`src/sv/affine_transform_accumulator_core_macros.svh`:
```
// ============================================================================
// affine_transform_accumulator_core_macros
// Assertion macros shared by the affine transform accumulator.
// ============================================================================
// Each macro expects i_clk and i_rst_n to be visible where it is used.
`ifndef AFFINE_TRANSFORM_ACCUMULATOR_CORE_MACROS_SVH
`define AFFINE_TRANSFORM_ACCUMULATOR_CORE_MACROS_SVH

// Same-cycle implication, disabled while reset is asserted.
`define ATAC_ASSERT_IMP(lbl, ante, cons, msg) \
    lbl: assert property (@(posedge i_clk) disable iff (!i_rst_n) (ante) |-> (cons)) \
        else $error(msg);

// Next-cycle implication, disabled while reset is asserted.
`define ATAC_ASSERT_NEXT(lbl, ante, cons, msg) \
    lbl: assert property (@(posedge i_clk) disable iff (!i_rst_n) (ante) |=> (cons)) \
        else $error(msg);

`endif

```
`src/sv/atac_pkg.sv`:
```
`timescale 1ns / 1ps
// ============================================================================
// atac_pkg
// Types, constants and the CORDIC arctangent table of the affine transform
// accumulator.
// ============================================================================
package atac_pkg;

    localparam int FRAC_BITS_DEF  = 16;
    localparam int ANGLE_BITS_DEF = 16;

    localparam int DATA_W      = 32;
    localparam int ANGLE_W     = 16;
    localparam int CMD_W       = 2;
    localparam int IN_TDATA_W  = 88;
    localparam int OUT_TDATA_W = 192;

    localparam int CORDIC_STAGES = 28;
    localparam int CORDIC_FRAC   = 30;
    localparam int CORDIC_W      = 34;
    localparam int ITER_W        = 5;
    localparam logic signed [CORDIC_W-1:0] CORDIC_START = 34'sd652032874;

    localparam int QUEUE_DEPTH = 2;

    typedef enum logic [CMD_W-1:0] {
        CMD_IDENT = 2'd0,
        CMD_TRANS = 2'd1,
        CMD_SCALE = 2'd2,
        CMD_ROT   = 2'd3
    } t_cmd;

    // One classified command as it travels from front to back.
    typedef struct packed {
        t_cmd                     cmd;
        logic signed [DATA_W-1:0] px;
        logic signed [DATA_W-1:0] py;
        logic signed [DATA_W-1:0] c;
        logic signed [DATA_W-1:0] s;
    } t_op;

    typedef enum logic [1:0] {
        F_IDLE,
        F_ITER,
        F_RND,
        F_PUSH
    } t_fstate;

    typedef enum logic [2:0] {
        B_IDLE,
        B_TRANS,
        B_MUL0,
        B_MUL1,
        B_SUM,
        B_RND,
        B_DONE
    } t_bstate;

    // Arctangent of 2^-i in units of 2^-32 turn.
    function automatic logic signed [CORDIC_W-1:0] atan_turn(input logic [ITER_W-1:0] idx);
        logic signed [CORDIC_W-1:0] v;
        case (idx)
            5'd0:    v = 34'sd536870912;
            5'd1:    v = 34'sd316933406;
            5'd2:    v = 34'sd167458907;
            5'd3:    v = 34'sd85004756;
            5'd4:    v = 34'sd42667331;
            5'd5:    v = 34'sd21354465;
            5'd6:    v = 34'sd10679838;
            5'd7:    v = 34'sd5340245;
            5'd8:    v = 34'sd2670163;
            5'd9:    v = 34'sd1335087;
            5'd10:   v = 34'sd667544;
            5'd11:   v = 34'sd333772;
            5'd12:   v = 34'sd166886;
            5'd13:   v = 34'sd83443;
            5'd14:   v = 34'sd41722;
            5'd15:   v = 34'sd20861;
            5'd16:   v = 34'sd10430;
            5'd17:   v = 34'sd5215;
            5'd18:   v = 34'sd2608;
            5'd19:   v = 34'sd1304;
            5'd20:   v = 34'sd652;
            5'd21:   v = 34'sd326;
            5'd22:   v = 34'sd163;
            5'd23:   v = 34'sd81;
            5'd24:   v = 34'sd41;
            5'd25:   v = 34'sd20;
            5'd26:   v = 34'sd10;
            5'd27:   v = 34'sd5;
            default: v = '0;
        endcase
        return v;
    endfunction

endpackage

```
`src/sv/atac_fifo.sv`:
```
`timescale 1ns / 1ps
// ============================================================================
// atac_fifo
// Short register queue of classified operations between front and back.
// ============================================================================
module atac_fifo #(
    parameter int DEPTH = atac_pkg::QUEUE_DEPTH
) (
    input  logic          i_clk,
    input  logic          i_rst_n,
    input  logic          i_push,
    input  atac_pkg::t_op i_push_data,
    output logic          o_push_ready,
    output logic          o_pop_valid,
    output atac_pkg::t_op o_pop_data,
    input  logic          i_pop
);

    localparam int AW = (DEPTH > 1) ? $clog2(DEPTH) : 1;
    localparam int CW = $clog2(DEPTH + 1);

    atac_pkg::t_op   r_mem [DEPTH];
    logic [AW-1:0]   r_wptr, n_wptr, r_rptr, n_rptr;
    logic [CW-1:0]   r_count, n_count;
    logic            w_do_push, w_do_pop;

    assign o_push_ready = (r_count != CW'(DEPTH));
    assign o_pop_valid  = (r_count != '0);
    assign o_pop_data   = r_mem[r_rptr];
    assign w_do_push    = i_push && o_push_ready;
    assign w_do_pop     = i_pop && o_pop_valid;

    always_comb begin
        n_wptr  = r_wptr;
        n_rptr  = r_rptr;
        n_count = r_count;
        if (w_do_push) begin
            n_wptr = (r_wptr == AW'(DEPTH - 1)) ? '0 : r_wptr + AW'(1);
        end
        if (w_do_pop) begin
            n_rptr = (r_rptr == AW'(DEPTH - 1)) ? '0 : r_rptr + AW'(1);
        end
        if (w_do_push && !w_do_pop) begin
            n_count = r_count + CW'(1);
        end else if (w_do_pop && !w_do_push) begin
            n_count = r_count - CW'(1);
        end
    end

    always_ff @(posedge i_clk) begin
        if (!i_rst_n) begin
            r_wptr  <= '0;
            r_rptr  <= '0;
            r_count <= '0;
        end else begin
            r_wptr  <= n_wptr;
            r_rptr  <= n_rptr;
            r_count <= n_count;
        end
    end

    always_ff @(posedge i_clk) begin
        if (w_do_push) begin
            r_mem[r_wptr] <= i_push_data;
        end
    end

endmodule

```
`config.mk`:
```
export PLATFORM = sky130hd
export DESIGN_NAME = atac_fifo
export DESIGN_NICKNAME = d
export VERILOG_FILES = /design/src/sv/affine_transform_accumulator_core_macros.svh /design/src/sv/atac_pkg.sv /design/src/sv/atac_fifo.sv
export SDC_FILE = /design/constraint.sdc
export NUM_CORES = 1
export LEC_CHECK = 0
export BUFFER_PORTS_ARGS = -buffer_cell sky130_fd_sc_hd__buf_2
export CAP_MARGIN = 40
export CORE_MARGIN = 2
export CORE_UTILIZATION = 42
export CTS_BUF_LIST = sky130_fd_sc_hd__clkbuf_4 sky130_fd_sc_hd__clkbuf_8
export CTS_CLUSTER_SIZE = 8
export DETAILED_ROUTE_END_ITERATION = 12
export PLACE_DENSITY = 0.8
export RECOVER_POWER = 50
export SLEW_MARGIN = 10
export SYNTH_ARGS = -nofsm -noshare
export SYNTH_HDL_FRONTEND = slang
export SYNTH_SLANG_ARGS = --single-unit
```
`constraint.sdc`:
```
create_clock -name i_clk -period 4 [get_ports i_clk]
set_input_delay 0.8 -clock i_clk [delete_from_list [all_inputs] [get_ports i_clk]]
set_output_delay 0.8 -clock i_clk [all_outputs]
set_load 0.03 [all_outputs]
```
==> flow_summary.ini, run 1 <==
[worst_setup_path]
cp_num_buf_inv = 1
crit_cells = 3
end_kind = flop
crit_fanout = 42
critical_path_class = reg -> reg
cpMaxStageDelayCell = and3_1
r2r_cells = 3
cp_data_arrival_time_ps = 3420
slowest_delay_ps = 1620
crit_chain = nand2b_1, and3_1, buf_4
rrSetupSlack_ps = 750
cp_top_family = simple AND/OR/NAND/NOR gates
start_kind = flop
cp.required_ps = 4170

[power]
vdd_drop_max_mv = 0.416
p_per_area_nw_per_um2 = 682
cellLeakagePower_nw = 4.37

[grt]
track_usage = 0.149
grt_pass1_vias = 5441
grt_antenna_before_repair = 1
grt_max_degree = 64
grt_pass1_wl_mm = 27.6
grt_overflow = 0

[die]
core_um2 = 22600
die_area_um2 = 24200
die_w_um = 156
num_rows = 55
start_util = 0.427
pin_count = 266
die_y_um = 156

[clocking]
path_clk_slew_ps = 60
clock-root-buffer = clkbuf_8
cts_tree = yes
clock_path_buffers = 3
clock_latency_ps = 530
hold_buffers = 0
ctsResizeCount = 0
cts_buffers = 44
post_cts_buffers = 0
cts.sinks = 265
htree_levels = 2

[flow_run]
maxCapViolations = 2

[routing]
ant_nets = 0
num_vias = 5027
drt_pass1_iterations = 4
drt_iter0_markers = 213
drcViolationCount = 0
wl_per_cell_um = 17.8
viasPerCell = 4.80
routed_wl_mm = 18.6

[run_status]
run_status = finished with violations
violations = capacitance limit, slew limit

[placement]
post-place-ws_ps = 1330
hpwlAfterDp_mm = 11.9
io_buffers = 265
gp_congestion = 0.744

[synth]
synth_nets = 563
yosysWarnings = 0
ys_types = 21
synth_cells = 428
syn_avg_cell_area_um2 = 22.5
mappedNetlistArea_um2 = 9650
ys_ff_latch = 265
seq_area_frac_synth = 0.820

[timing]
worst_hold_slack_ps = 460
setup-violations-final = 0
fin_crit_ps = 3250
rsz0062_at_grt = no
layout_setup_ws_ps = 752
timing.final.hold_violations = 0
skew_ps = 13.6
worstMarginPinSlew_ps = 2130
maxSlewViolCount = 42
timing.fmax_mhz = 308
fin_crit_sh = 0.812
maxSlewHeadroom = -0.417
final.setup.tns_ps = 0

[cells_and_area]
drive_above_1_share = 0.542
nNetsFinal = 867
synthToLayoutAreaGrowth_pct = 24.9

[min_path]
whs_path_depth = 1
holdCritPathClass = in -> reg
path summary, 6_finish.rpt:
kind / start / to
worst min register to register: r_count[1] / r_count[1]
worst max-delay path: r_count[0] / r_mem[1][40]
worst max register to register: r_count[0] / r_mem[1][40]
worst min-delay path: i_push_data[50] / r_mem[1][50]
cells in the mapped netlist:
master    count  area, um2
mux2_2      130       1460
edfxtp_1    260       7810
and2_1        4       25.0
xnor2_1       2       17.5
o21ai_0       1       5.00
buf_4         1       7.51
xor2_1        1       8.76
inv_1         1       3.75
or3_1         1       6.26
a21bo_2       1       10.0
or2_2         1       6.26
buf_2         3       15.0
o21ai_1       1       5.00
a21boi_1      1       7.51
and3_1        1       6.26
dfxtp_1       5        100
buf_6        10        113
nand3b_1      1       7.51
a21boi_0      1       7.51
ha_1          1       12.5
nand2b_4      1       13.8
flip-flops by register name, summed over array words and instances (netlist names), named ones only:
name,cells
r_count,2
r_rptr,1
r_wptr,1
r_mem,260
metrics by stage:
step	cells	power, mW	area, um2	utilization
after floorplan	428	5.45	9650	-
after global placement	971	6.04	11300	0.501
after detailed placement	971	6.08	11300	0.501
after CTS	1047	8.35	12100	0.538
after global routing	1048	8.58	12100	0.534
final	1048	8.22	12100	0.534
worst register-to-register path: stages (launching register included):
cell and delay (ps):
dfxtp_1 410, nand2b_1 220, and3_1 1620, buf_4 630
metal layers:
metal  global-route usage  wire, um  vias to the layer above
li1                     -         -                     2328
met1                0.173      7200                     2403
met2                0.247      9170                      237
met3               0.0511      1570                       59
met4               0.0716       673                        0
met5                    0         0                        -
final cells by class:
cell class                      count  area [um2]
Clock inverter                     15        90.1
Tap cell                          285         357
Timing Repair Buffer              272        1340
Clock buffer                       61         746
Inverter                            1        5.00
Antenna cell                        1        2.50
Fill cell                        1839       10500
Multi-Input combinational cell    148        1600
Sequential cell                   265        7910
report_power, final:
part           total, mW  leakage, nW  switching [mW]  internal, mW
logic               2.34         1.45            1.52         0.826
registers           3.64         2.47           0.162          3.48
clock network       2.23        0.443           0.972          1.26
total               8.22         4.37            2.65          5.56
cell usage in the layout (no fill, tap or decap), types with 2 or more instances in the layout:
cell      Yosys  routed
clkbuf_8      0      46
buf_2         3     207
mux2_2      130     130
and2_1        4       2
clkbuf_4      0      15
edfxtp_1    260     260
buf_12        0       3
clkinv_1      0      11
xnor2_1       2       2
and2_0        0       2
buf_4         1       4
clkbuf_1      0      58
clkinv_2      0       2
o21ai_0       1       2
dfxtp_1       5       4
a21boi_0      1       2
cells by family after synthesis:
family,count (synthesis),share of synthesized area
buf+inv,15,0.0144
simple gates,9,0.00674
flops,265,0.820
mux,130,0.152
compound gates,5,0.00363
fa+ha+maj,1,0.00130
xor+xnor,3,0.00272
Power figures use the tool's default switching activity.
==> run 2: changes to the inputs <==
PLACE_DENSITY = 0.77   (was 0.8)
clock period = 3.35 ns   (was 4 ns; I/O delays follow)
==> run 2 against run 1 <==
Effect of this change: the run now ends clean; hold slack worse by 130 ps; register-to-register slack better by 90 ps; non-clock buffer count is 1 lower; largest power group unchanged.
==> flow_summary.ini, run 2 (synthesis gave the netlist of run 1 again) <==
[clocking]
ctsResizeCount = 0
path_clk_slew_ps = 60
hold_buffers = 0
clock_path_buffers = 3
clock_latency_ps = 520
cts_buffers = 43
post_cts_buffers = 0
cts.sinks = 265
htree_levels = 2
cts_tree = yes
clock-root-buffer = clkbuf_8

[placement]
io_buffers = 265
dpl-instance-area_um2 = 11300
gp_congestion = 0.713
hpwlAfterDp_mm = 11.8

[die]
die_w_um = 156
num_rows = 55
die_area_um2 = 24200
pin_count = 266
start_util = 0.427
die_y_um = 156
core_um2 = 22600

[min_path]
holdCritPathClass = in -> reg
whs_path_depth = 1
min_to = r_mem[0][97]
min_from = i_push_data[97]

[cells_and_area]
final_cell_mix = 260 x edfxtp_1, 221 x buf_2, 130 x mux2_2
mostFrequentLayoutCell = edfxtp_1
synthToLayoutAreaGrowth_pct = 24.9
design_area_um2 = 12000
regMostFlops = r_mem
reg_top3 = r_mem x260, r_count x2
nFillCells = 1842
largest_reg_flops = 260
nNetsFinal = 865
drive_above_1_share = 0.563

[power]
p_sw_frac = 0.322
vdd_drop_max_mv = 0.471
netSwitchingPower_mw = 3.15
pwr-share-clk = 0.270
p_seq_frac = 0.434
p_int_mw = 6.64
p_comb_frac = 0.295
p_per_area_nw_per_um2 = 812
power_mw = 9.78
cellLeakagePower_nw = 4.39

[timing]
setup-violations-final = 0
timing.fmax_mhz = 396
final.setup.tns_ps = 0
maxSlewHeadroom = 0.00849
skew_ps = 16.3
worst_hold_slack_ps = 327
rsz0062_at_grt = no
timing.final.hold_violations = 0
maxSlewViolCount = 0
fin_crit_sh = 0.754
worstMarginPinSlew_ps = 1490
fin_crit_ps = 2530

[worst_setup_path]
crit_fanout = 67
r2r-start = r_count[0]
cp.required_ps = 2680
r2r_end = r_mem[1][15]
cp_data_arrival_time_ps = 1860
slowest_delay_ps = 410
rrSetupSlack_ps = 840
r2r_cells = 3
cpMaxStageDelayCell = mux2_2
end_kind = output port
crit_chain = buf_12, mux2_2, buf_2
start_kind = flop
critical_path_class = reg -> out

[grt]
grt_antenna_before_repair = 2
grt_max_degree = 78
grt_pass1_vias = 5378
track_usage = 0.145
grt_overflow = 0
grt_pass1_wl_mm = 27.1

[routing]
drt_iter0_markers = 254
ant_nets = 0
viasPerCell = 4.80
met1_length_mm = 6.98
drt_pass1_iterations = 4
routed_wl_mm = 18.2
wl_per_cell_um = 17.5
wl_met2_mm = 9.09
num_vias = 5005
top_layer = met5
drcViolationCount = 0
met3_wirelength_mm = 1.62

[run_status]
run_status = complete, no violations

[flow_run]
maxCapViolations = 0
==> run 2: changes by cell type in the layout (fill, tap and decap cells not counted) <==
cell      previous run  this run
clkbuf_1            58        44
buf_2              207       221
clkbuf_2             0         1
inv_6                1         0
buf_4                4         1
buf_12               3         4
clkinv_2             2         3
clkinv_1            11         6
==> run 2: metrics by stage <==
| stage | std cells | util | setup WS (ps) |
|---|---|---|---|
| final | 1042 | 0.534 | 824 |
| after global routing | 1042 | 0.534 | 621 |
| after CTS | 1041 | 0.537 | 791 |
| after detailed placement | 970 | 0.501 | 1280 |
| after global placement | 970 | 0.501 | 1300 |
| after floorplan | 428 | - | 233 |
==> run 2: critical path, delay by kind of cell, from the launching register on <==
family | cells | cell delay (ps)
buffers and inverters | 2 | 480
multiplexers | 1 | 410
flip-flops | 1 | 370
==> run 2: power groups by stage <==
stage	Combinational [mW]	Clock [mW]	Sequential, mW
2_1_floorplan	2.19	0	4.30
3_3_place_gp	2.93	0	4.29
3_5_place_dp	2.95	0	4.32
4_1_cts	2.97	2.74	4.25
5_1_grt	3.07	2.87	4.29
6_report	2.89	2.64	4.25
==> run 2: worst max-delay path by stage <==
stage | startpoint | endpoint | slack (ps) | cells after the start
after floorplan | i_push | r_mem[0][0] | 230 | 2
after global placement | i_push | r_mem[1][66] | 1300 | 3
after detailed placement | i_push | r_mem[1][66] | 1280 | 3
after CTS | flop | o_pop_data[63] | 790 | 3
after global routing | r_count[0] | r_mem[0][21] | 620 | 4
final | flop | o_pop_data[63] | 820 | 3
==> run 2: final cells by class <==
cell class,instances,area (um2),share of cell area
clock inverters,10,67.6,0.00561
clock buffers,61,746,0.0619
diodes,1,2.50,0.000208
flip-flops and latches,265,7910,0.657
inverters,1,5.00,0.000415
well taps,285,357,0.0296
repair buffers,271,1360,0.113
multi-input cells,148,1600,0.132
==> run 2: metal layers <==
metal	GRT usage	vias up
met5	0	-
met4	0.0607	2
met3	0.0578	50
met2	0.250	212
met1	0.160	2429
li1	-	2312
